## src/rtl/crc16_word_swapped_macros.svh

```systemverilog
// Assertion helpers for the RTL, used by crc16_word_swapped.
`ifndef CRC16_WORD_SWAPPED_MACROS_SVH
`define CRC16_WORD_SWAPPED_MACROS_SVH

// Checked on every clock edge outside reset.
`define CRC16WS_ASSERT(label, prop, msg) \
   label: assert property (@(posedge clock) disable iff (reset) prop) else $error(msg);

// Checked on every clock edge, reset included.
`define CRC16WS_ASSERT_RST(label, prop, msg) \
   label: assert property (@(posedge clock) prop) else $error(msg);

`endif

```

## src/rtl/crc16ws_pkg.sv

```systemverilog
package crc16ws_pkg;

   localparam int CRC_WIDTH       = 16;
   localparam int BYTE_WIDTH      = 8;
   localparam int CSR_INDEX_WIDTH = 2;

   localparam logic [CRC_WIDTH-1:0] POLY_RESET = 16'h1021;
   localparam logic [CRC_WIDTH-1:0] INIT_RESET = 16'h0000;

   localparam logic [CSR_INDEX_WIDTH-1:0] CSR_IDX_POLYNOMIAL    = 2'd0;
   localparam logic [CSR_INDEX_WIDTH-1:0] CSR_IDX_INITIAL_VALUE = 2'd1;

   typedef logic [CRC_WIDTH-1:0]  crc_type;
   typedef logic [BYTE_WIDTH-1:0] byte_type;

   // Configuration as seen by the datapath.
   typedef struct packed {
      crc_type polynomial;
      crc_type initial_value;
      logic    init_load;   // initial_value written this cycle
      crc_type init_data;   // value being written
   } cfg_type;

endpackage

```

## src/rtl/crc16_word_swapped.sv

```systemverilog
// CRC-16 over a firmware image, one 16-bit word per request.
// Request channel (req_): data_word and last_word, taken when req_valid is
//   high and req_stall low. Bits 15..8 are folded first, then bits 7..0,
//   MSB-first with the programmed polynomial.
// Response channel (rsp_): one image CRC per image, sent for the word that
//   carries last_word; the running CRC then restarts from initial_value.
// Config channel (csr_): index 0 polynomial, 1 initial value; csr_ready is
//   always high. Writing the initial value also restarts the running CRC.
//   Other indexes are ignored. Write only while no image is in flight.
// Throughput: one word per cycle while req_stall is low; the fold of both
//   bytes (sixteen shift/XOR steps) sits between the request register and
//   the running CRC register, and also before the response register.
// Stall: a response held by rsp_stall stays in the output register; words
//   that are not last keep flowing. A further last word waits in the request
//   register and req_stall rises until the response is taken.
// Reset (synchronous, active high): both stages empty, polynomial 0x1021,
//   initial value and running CRC zero.
`include "crc16_word_swapped_macros.svh"

module crc16_word_swapped (
   input  logic                                    clock,
   input  logic                                    reset,
   // request channel
   input  logic                                    req_valid,
   output logic                                    req_stall,
   input  logic [15:0]                             req_data_word,
   input  logic                                    req_last_word,
   // response channel
   output logic                                    rsp_valid,
   input  logic                                    rsp_stall,
   output logic [15:0]                             rsp_image_crc,
   // configuration channel
   input  logic                                    csr_valid,
   output logic                                    csr_ready,
   input  logic [crc16ws_pkg::CSR_INDEX_WIDTH-1:0] csr_index,
   input  logic [15:0]                             csr_data
);

   crc16ws_pkg::cfg_type cfg;

   // request register
   logic                 in_valid_ff, in_valid_in;
   crc16ws_pkg::crc_type in_word_ff;
   logic                 in_last_ff;

   // running CRC and response register
   crc16ws_pkg::crc_type running_crc_ff, running_crc_in;
   logic                 rsp_valid_ff, rsp_valid_in;
   crc16ws_pkg::crc_type rsp_crc_ff, rsp_crc_in;

   crc16ws_pkg::crc_type crc_hi;
   crc16ws_pkg::crc_type crc_word;
   logic                 req_take;
   logic                 advance;
   logic                 load_rsp;

   crc16ws_csr u_csr (
      .clock     (clock),
      .reset     (reset),
      .csr_valid (csr_valid),
      .csr_ready (csr_ready),
      .csr_index (csr_index),
      .csr_data  (csr_data),
      .cfg       (cfg)
   );

   // high byte first, then low byte
   crc16ws_byte_fold u_fold_hi (
      .crc_in     (running_crc_ff),
      .byte_in    (in_word_ff[15:8]),
      .polynomial (cfg.polynomial),
      .crc_out    (crc_hi)
   );

   crc16ws_byte_fold u_fold_lo (
      .crc_in     (crc_hi),
      .byte_in    (in_word_ff[7:0]),
      .polynomial (cfg.polynomial),
      .crc_out    (crc_word)
   );

   // A held word moves on unless it is a last word and the response slot is
   // full and stalled.
   assign advance   = in_valid_ff && (!in_last_ff || !rsp_valid_ff || !rsp_stall);
   assign load_rsp  = advance && in_last_ff;
   assign req_stall = in_valid_ff && !advance;
   assign req_take  = req_valid && !req_stall;

   always_comb begin
      if (req_take) begin
         in_valid_in = 1'b1;
      end else if (advance) begin
         in_valid_in = 1'b0;
      end else begin
         in_valid_in = in_valid_ff;
      end

      // a write of the initial value restarts the image
      if (cfg.init_load) begin
         running_crc_in = cfg.init_data;
      end else if (load_rsp) begin
         running_crc_in = cfg.initial_value;
      end else if (advance) begin
         running_crc_in = crc_word;
      end else begin
         running_crc_in = running_crc_ff;
      end

      if (load_rsp) begin
         rsp_valid_in = 1'b1;
         rsp_crc_in   = crc_word;
      end else begin
         rsp_valid_in = rsp_valid_ff && rsp_stall;
         rsp_crc_in   = rsp_crc_ff;
      end
   end

   always_ff @(posedge clock) begin
      if (reset) begin
         in_valid_ff    <= 1'b0;
         rsp_valid_ff   <= 1'b0;
         running_crc_ff <= crc16ws_pkg::INIT_RESET;
      end else begin
         in_valid_ff    <= in_valid_in;
         rsp_valid_ff   <= rsp_valid_in;
         running_crc_ff <= running_crc_in;
      end
   end

   // payload, no reset
   always_ff @(posedge clock) begin
      if (req_take) begin
         in_word_ff <= req_data_word;
         in_last_ff <= req_last_word;
      end
      rsp_crc_ff <= rsp_crc_in;
   end

   assign rsp_valid     = rsp_valid_ff;
   assign rsp_image_crc = rsp_crc_ff;

   `CRC16WS_ASSERT_RST(a_reset_empty,
      reset |=> !in_valid_ff && !rsp_valid_ff,
      "stages not empty after reset")
   `CRC16WS_ASSERT(a_mid_word_flows,
      (in_valid_ff && !in_last_ff) |-> !req_stall,
      "mid-image word stalled")
   `CRC16WS_ASSERT(a_stall_cause,
      (in_valid_ff && in_last_ff && req_stall) |-> (rsp_valid_ff && rsp_stall),
      "last word held without a stalled response")
   `CRC16WS_ASSERT(a_restart,
      (load_rsp && !cfg.init_load) |=> running_crc_ff == $past(cfg.initial_value),
      "running CRC not restarted after last word")

endmodule

```

## src/rtl/crc16ws_byte_fold.sv

```systemverilog
// One byte into the CRC: XOR into the top, then eight MSB-first steps.
module crc16ws_byte_fold (
   input  crc16ws_pkg::crc_type  crc_in,
   input  crc16ws_pkg::byte_type byte_in,
   input  crc16ws_pkg::crc_type  polynomial,
   output crc16ws_pkg::crc_type  crc_out
);

   always_comb begin
      crc16ws_pkg::crc_type crc_v;
      crc_v = crc_in ^ {byte_in, {crc16ws_pkg::BYTE_WIDTH{1'b0}}};
      for (int k = 0; k < crc16ws_pkg::BYTE_WIDTH; k++) begin
         if (crc_v[crc16ws_pkg::CRC_WIDTH-1]) begin
            crc_v = {crc_v[crc16ws_pkg::CRC_WIDTH-2:0], 1'b0} ^ polynomial;
         end else begin
            crc_v = {crc_v[crc16ws_pkg::CRC_WIDTH-2:0], 1'b0};
         end
      end
      crc_out = crc_v;
   end

endmodule

```

## src/rtl/crc16ws_csr.sv

```systemverilog
// Polynomial and initial value registers; unknown indexes are dropped.
module crc16ws_csr (
   input  logic                                          clock,
   input  logic                                          reset,
   input  logic                                          csr_valid,
   output logic                                          csr_ready,
   input  logic [crc16ws_pkg::CSR_INDEX_WIDTH-1:0]       csr_index,
   input  crc16ws_pkg::crc_type                          csr_data,
   output crc16ws_pkg::cfg_type                          cfg
);

   crc16ws_pkg::crc_type poly_ff, poly_in;
   crc16ws_pkg::crc_type init_ff, init_in;
   logic                 wr_poly;
   logic                 wr_init;

   assign csr_ready = 1'b1;
   assign wr_poly   = csr_valid && (csr_index == crc16ws_pkg::CSR_IDX_POLYNOMIAL);
   assign wr_init   = csr_valid && (csr_index == crc16ws_pkg::CSR_IDX_INITIAL_VALUE);

   always_comb begin
      poly_in = wr_poly ? csr_data : poly_ff;
      init_in = wr_init ? csr_data : init_ff;
   end

   always_ff @(posedge clock) begin
      if (reset) begin
         poly_ff <= crc16ws_pkg::POLY_RESET;
         init_ff <= crc16ws_pkg::INIT_RESET;
      end else begin
         poly_ff <= poly_in;
         init_ff <= init_in;
      end
   end

   always_comb begin
      cfg.polynomial    = poly_ff;
      cfg.initial_value = init_ff;
      cfg.init_load     = wr_init;
      cfg.init_data     = csr_data;
   end

endmodule
```

## config.mk

```make
export PLATFORM = sky130hd
export DESIGN_NAME = crc16_word_swapped
export DESIGN_NICKNAME = d
export VERILOG_FILES = /design/src/rtl/crc16ws_pkg.sv /design/src/rtl/crc16_word_swapped.sv /design/src/rtl/crc16ws_byte_fold.sv /design/src/rtl/crc16ws_csr.sv
export VERILOG_INCLUDE_DIRS = /design/src /design/src/rtl
export SDC_FILE = /design/constraint.sdc
export NUM_CORES = 1
export LEC_CHECK = 0
export BUFFER_PORTS_ARGS = -buffer_cell sky130_fd_sc_hd__buf_2
export CAP_MARGIN = 20
export CORE_MARGIN = 3
export CORE_UTILIZATION = 40
export DETAILED_ROUTE_END_ITERATION = 12
export HOLD_SLACK_MARGIN = 0.1
export PLACE_DENSITY = 0.53
export SYNTH_ARGS = -nofsm -noshare
export SYNTH_HDL_FRONTEND = slang
export SYNTH_HIERARCHICAL = 1
export SYNTH_SLANG_ARGS = --single-unit
```

## constraint.sdc

```tcl
create_clock -name clock -period 9.55 [get_ports clock]
set_input_delay 0.955 -clock clock [delete_from_list [all_inputs] [get_ports clock]]
set_output_delay 0.955 -clock clock [all_outputs]
set_load 0.02 [all_outputs]
```

---- Word-level counts from Yosys, hierarchy flattened ----
Index checks and enable logic that the tools add are counted.
storage, ports and cells
  register bits ........................... 83
  bits of input ports ..................... 40
  output and inout bits ................... 19
  logic and storage cells ................. 66
operators by class
  equality and inequality tests ........... 1
  muxes and demuxes ....................... 22
  bitwise logic cells ..................... 18
  reduce and logical (&&, ||, !) cells .... 17
operator list
  operator              number
  $mux W16              19
  $xor A16 B16 Y16      18
  $logic_and A1 B1 Y1   7
  $logic_not A1 Y1      5
  $mux W1               3
  $reduce_bool A3 Y1    1
  $eq A2 B1 Y1 const B  1
  $logic_not A2 Y1      1
  $logic_or A1 B1 Y1    2
  $reduce_bool A2 Y1    1

---- Depth between registers and ports, before layout ----
  word-level depth ........................ 37
  mapped depth ............................ 31

---- Hierarchy ----
The synthesis kept the hierarchy.
by module, submodules not included
  module              times used  cells each  area an instance (um^2)
  crc16ws_byte_fold   2           383         2,897.8
  crc16_word_swapped  1           151         2,074.5
  crc16ws_csr         1           146         1,485.2

---- Worst setup path after synthesis ----
OpenSTA, ideal clock, no wires.
  path kind ............................... register to register
  start point ............................. register in_word_ff[15]
  end point ............................... register running_crc_ff[2]
  library setup time ...................... 0.117 ns
  arrival ................................. 6.758 ns
  slack ................................... 2.675 ns
  cell stages (with the launch flop) ...... 29
  buffers on the path ..................... 3
  clock period less this slack ............ 6.875 ns
  cell sequence ........................... edfxtp_1 xor2_2 buf_4 nand2_2 xnor3_2 xnor2_1 a21oi_1 or3_4 a311oi_4 or2_4 buf_12 o21ai_2 xnor3_1 xnor2_1 xor2_2 buf_4 nand2_2 xnor3_2 xnor2_1 a21oi_1 or3_4 and3_2 xnor2_1 o211ai_2 nand3_2 xnor3_1 nor2_1 mux2i_1 a32o_1
RTL lines
  what                                          RTL line                                          source
  start, declared                               crc16_word_swapped.sv:43                          crc16ws_pkg::crc_type in_word_ff;
  start signal, assigned                        crc16_word_swapped.sv:133                         in_word_ff <= req_data_word;
  $xor A16 B16 Y16 *                            crc16ws_byte_fold.sv:11                           crc_v = crc_in ^ {byte_in, {crc16ws_pkg::BYTE_WIDTH{1'b0}}};
  $mux W16 *                                    crc16ws_byte_fold.sv:13                           if (crc_v[crc16ws_pkg::CRC_WIDTH-1]) begin
  $xor A16 B16 Y16                              crc16ws_byte_fold.sv:14                           crc_v = {crc_v[crc16ws_pkg::CRC_WIDTH-2:0], 1'b0} ^ polynomial;
  $mux W16 *                                    crc16ws_byte_fold.sv:13
  $xor A16 B16 Y16                              crc16ws_byte_fold.sv:14
  $mux W16 *                                    crc16ws_byte_fold.sv:13
  $xor A16 B16 Y16                              crc16ws_byte_fold.sv:14
  $mux W16 *                                    crc16ws_byte_fold.sv:13
  [8 not listed]                                -
  named net crc_hi[15]                          crc16_word_swapped.sv:51                          crc16ws_pkg::crc_type crc_hi;
  [11 not listed]                               -
  $xor A16 B16 Y16 or $mux W16 (tied branches)  crc16ws_byte_fold.sv:14, crc16ws_byte_fold.sv:13
  $mux W16 *                                    crc16ws_byte_fold.sv:13
  $xor A16 B16 Y16 or $mux W16 (tied branches)  crc16ws_byte_fold.sv:14, crc16ws_byte_fold.sv:13
  $mux W16 *                                    crc16ws_byte_fold.sv:13
  named net crc_word[2]                         crc16_word_swapped.sv:52                          crc16ws_pkg::crc_type crc_word;
  $mux W16 *                                    crc16_word_swapped.sv:103                         end else if (advance) begin
  $mux W16 *                                    crc16_word_swapped.sv:101                         end else if (load_rsp) begin
  $mux W16 *                                    crc16_word_swapped.sv:99                          if (cfg.init_load) begin
  end signal, assigned                          crc16_word_swapped.sv:122                         running_crc_ff <= crc16ws_pkg::INIT_RESET;
  end signal, assigned                          crc16_word_swapped.sv:126                         running_crc_ff <= running_crc_in;
  end, declared                                 crc16_word_swapped.sv:47                          crc16ws_pkg::crc_type running_crc_ff, running_crc_in;
Mark *: on every way through the listed nets, which the timed path passes. The rest lies on a longest branch. The select of a mux whose other input is x is not followed.
A chain may end at the register's enable or synchronous reset.

---- Final worst setup path ----
  start point ............................. register in_word_ff[15]
  end point ............................... register running_crc_ff[15]
RTL lines
  what                    RTL line
  $xor A16 B16 Y16 *      crc16ws_byte_fold.sv:11
  $mux W16 *              crc16ws_byte_fold.sv:13
  $xor A16 B16 Y16        crc16ws_byte_fold.sv:14
  $mux W16 *              crc16ws_byte_fold.sv:13
  $xor A16 B16 Y16        crc16ws_byte_fold.sv:14
  $mux W16 *              crc16ws_byte_fold.sv:13
  $xor A16 B16 Y16        crc16ws_byte_fold.sv:14
  $mux W16 *              crc16ws_byte_fold.sv:13
  [8 not listed]          -
  named net crc_hi[15]    crc16_word_swapped.sv:51
  [12 not listed]         -
  $xor A16 B16 Y16        crc16ws_byte_fold.sv:14
  $mux W16 *              crc16ws_byte_fold.sv:13
  $xor A16 B16 Y16        crc16ws_byte_fold.sv:14
  $mux W16 *              crc16ws_byte_fold.sv:13
  named net crc_word[15]  crc16_word_swapped.sv:52
  $mux W16 *              crc16_word_swapped.sv:103
  $mux W16 *              crc16_word_swapped.sv:101
  $mux W16 *              crc16_word_swapped.sv:99
Marked as above.

==> results.md <==
* Run status: complete, no violations
* Total core area at 0.0228 mm²
* Worst Path Arrival at 8.59 ns
* Die W at 159 µm
* Total of max-cap violations at 0
* FF+latch count, synth at 83
* Die area at 0.0253 mm²
* Hold Path Class: flip-flop to flip-flop
* Hpwl dp at 18400 µm
* Synth Instances at 1063
* I/O pin total at 59
* Crit path from: in_word_ff[15]
* Largest net degree at the start of global routing at 58
* Total grt overflow at 0
* Clock buffer depth at 2
* Final-layout fill cell count at 2266
* RSZ-0062 raised after global routing: false
* Worst Skew at 0.0153 ns
* DRC errors left at 0
* Pre-Repair DR Iteration Count at 5
* Fmax achieved at 121 MHz
* H-tree Lvls at 3
* Hold path depth at 2
* Hold Path Origin: u_csr/init_ff[5]
* CTS Buf Count at 9
* Final setup fails at 0
* WP data required at 9.84 ns
* Post-synth EDFFs at 33
* Final Net Count at 1088
* Least-Margin Pin Slew at 1.05 ns
* P&R area growth vs syn at 4.51%
* Ant diodes at 0
* Place WS at 1.31 ns
* CTS tree: yes
* Vias at 7324
* Seq/Total Area, Yosys at 0.213
* Top Layer Used: met4
* Syn Nets at 1103
* Met2 wire len at 11900 µm
* Final Hold Fails at 0
* Share of post-route cells with drive strength above 1 at 0.179
* WL final at 26000 µm
* Worst setup EP type: flip-flop
* Worst Setup Slack, final at 1.25 ns
* Pins Over Slew Limit at 0
* CTS Root Cell: clkbuf_16
* Synth Flop Type: dfxtp_1
* Antenna violations before repair at 0
* Met3 WL post-DR at 1300 µm
* Worst r2r src: in_word_ff[15]
* Slew HR at 0.302
* R2r worst-path depth at 27
* Die height at 159 µm
* Async SR Flop Fraction at 0
* Worst-Skew Late Latency at 0.36 ns
* Yosys cell types at 77
* Setup TNS at 0 ns
* Routability Congestion at 0.827
* Minimum clock period at 8.30 ns
* Initial Util at 0.411
* CP Class: flip-flop to flip-flop
* Vias in the first global route at 6775
* Resize count post-CTS at 0
* CP startpoint kind: flip-flop
* Port bufs at 57
* Setup Fix Bufs, Post-CTS at 0
* Synthesis Warnings at 6
* Netlist Area Pre-Place at 0.00936 mm²
* Average wire per standard cell at 19.0 µm
* Routed metal-1 wire length at 12400 µm
* Final period utilization at 0.869
* DR vias/cell at 5.36
* Clock sink count at 83
* First-pass GRT wire length at 40400 µm
* CP Max Fanout at 22
* Antenna-violating nets left at 0
* Placed cell area at 0.00942 mm²
* Reg clk slew, reported paths at 0.08 ns
* Synth Area per Inst at 8.80 µm²
* Floorplan row count at 55
* GRT Total Usage at 0.201
* Hold Buf Count CTS at 0
* Iteration-0 DRC Markers at 792
* Post-route cell area at 0.00978 mm²
## area by class of cell
type                            instances  area, µm²  area share
Timing Repair Buffer                   83        484      0.0495
Tap cell                              313        392      0.0401
Clock inverter                          6        100      0.0102
Clock buffer                           10        250      0.0256
Multi-Input combinational cell        860       6520       0.666
Sequential cell                        83       1990       0.204
Inverter                               11       41.3     0.00422
## cells by family after synthesis
family                    after synthesis  share of synthesized area
and+or+nand+nor                       399                      0.210
xor gates and xnor gates              222                      0.272
AOI/OAI and AO/OA                     184                      0.156
buffers and inverters                 120                     0.0908
DFF                                    83                      0.213
muxes                                  54                     0.0578
other                                   1                   0.000401
## synthesized netlist by cell type (all sizes together) (3+ instances only)
cell | n | share of area
a211o | 6 | 0.0056
a211oi | 10 | 0.0091
a21oi | 19 | 0.011
a31oi | 6 | 0.0053
a32o | 18 | 0.019
and2 | 4 | 0.0027
and3 | 12 | 0.011
and4 | 6 | 0.0059
buf | 57 | 0.051
clkbuf | 50 | 0.033
dfxtp | 50 | 0.11
edfxtp | 33 | 0.11
inv | 9 | 0.0036
mux2i | 54 | 0.058
nand2 | 180 | 0.073
nand2b | 55 | 0.037
nand3 | 37 | 0.021
nor2 | 70 | 0.030
nor3 | 8 | 0.0064
nor3b | 3 | 0.0036
o2111ai | 30 | 0.028
o211ai | 8 | 0.0075
o21ai | 64 | 0.042
o32ai | 4 | 0.0037
or2 | 6 | 0.0045
or2b | 6 | 0.0055
or3 | 6 | 0.0051
xnor2 | 134 | 0.13
xnor3 | 32 | 0.078
xor2 | 52 | 0.056
xor3 | 4 | 0.010
## worst paths after layout
check	to	slack [ns]
setup / recovery	running_crc_ff[15]	1.25
hold / removal	u_csr/init_ff[5]	0.47
setup reg to reg	running_crc_ff[15]	1.25
hold reg to reg	u_csr/init_ff[5]	0.47
## metrics by stage
stage / std cells / hold slack, ns / util
2_1_floorplan: 1063 / 0.449 / -
3_3_place_gp: 1349 / 0.461 / 0.413
3_5_place_dp: 1349 / 0.465 / 0.413
4_1_cts: 1365 / 0.475 / 0.429
5_1_grt: 1366 / 0.504 / 0.429
6_report: 1366 / 0.473 / 0.429
## registers in the layout, summed over array words and instances (netlist names)
signal,cells
rsp_valid,1
in_last_ff,1
in_valid_ff,1
rsp_image_crc,16
in_word_ff,16
u_csr/init_ff,16
running_crc_ff,16
u_csr/poly_ff,16
## cell usage in the layout (no fill, tap or decap), types with 5 or more instances in the layout
| cell type | instances |
|---|---|
| a211o_1 | 6 |
| a211oi_1 | 8 |
| a21oi_1 | 18 |
| a32o_1 | 18 |
| buf_2 | 57 |
| buf_4 | 25 |
| clkbuf_16 | 10 |
| dfxtp_1 | 49 |
| edfxtp_1 | 33 |
| inv_1 | 8 |
| mux2i_1 | 54 |
| nand2_1 | 177 |
| nand2b_1 | 55 |
| nand3_1 | 35 |
| nor2_1 | 68 |
| o2111ai_1 | 30 |
| o211ai_1 | 6 |
| o21ai_0 | 32 |
| o21ai_1 | 12 |
| o21ai_2 | 20 |
| or2b_2 | 5 |
| xnor2_1 | 130 |
| xnor3_1 | 28 |
| xor2_1 | 46 |
## critical path, cell delays in order (launching register included)
cell and delay [ns]:
edfxtp_1 0.44, xor2_2 0.24, buf_4 0.30, nand2_2 0.11, xnor3_2 0.43, xnor2_1 0.27
a21oi_1 0.13, or3_4 0.41, a311oi_4 0.59, or2_4 0.38, o21ai_2 0.10, xnor3_1 0.36
xnor2_1 0.31, xor2_2 0.23, buf_4 0.29, nand2_2 0.10, xnor3_2 0.39, xnor2_1 0.24
a21oi_1 0.13, or3_4 0.42, a311oi_4 0.62, or2_4 0.39, o21ai_2 0.10, xnor3_1 0.35
xnor2_1 0.36, nor2_1 0.14, mux2i_1 0.19, a32o_1 0.17
## per-layer routing
| layer | track usage | vias up |
|---|---|---|
| li1 | - | 3633 |
| met1 | 0.292 | 3447 |
| met2 | 0.316 | 215 |
| met3 | 0.0294 | 29 |
| met4 | 0.0489 | 0 |
| met5 | 0 | - |
Power is left out: the tool's default activity adds up to more than one toggle a clock period on the data nets, which glitch-free logic cannot reach.
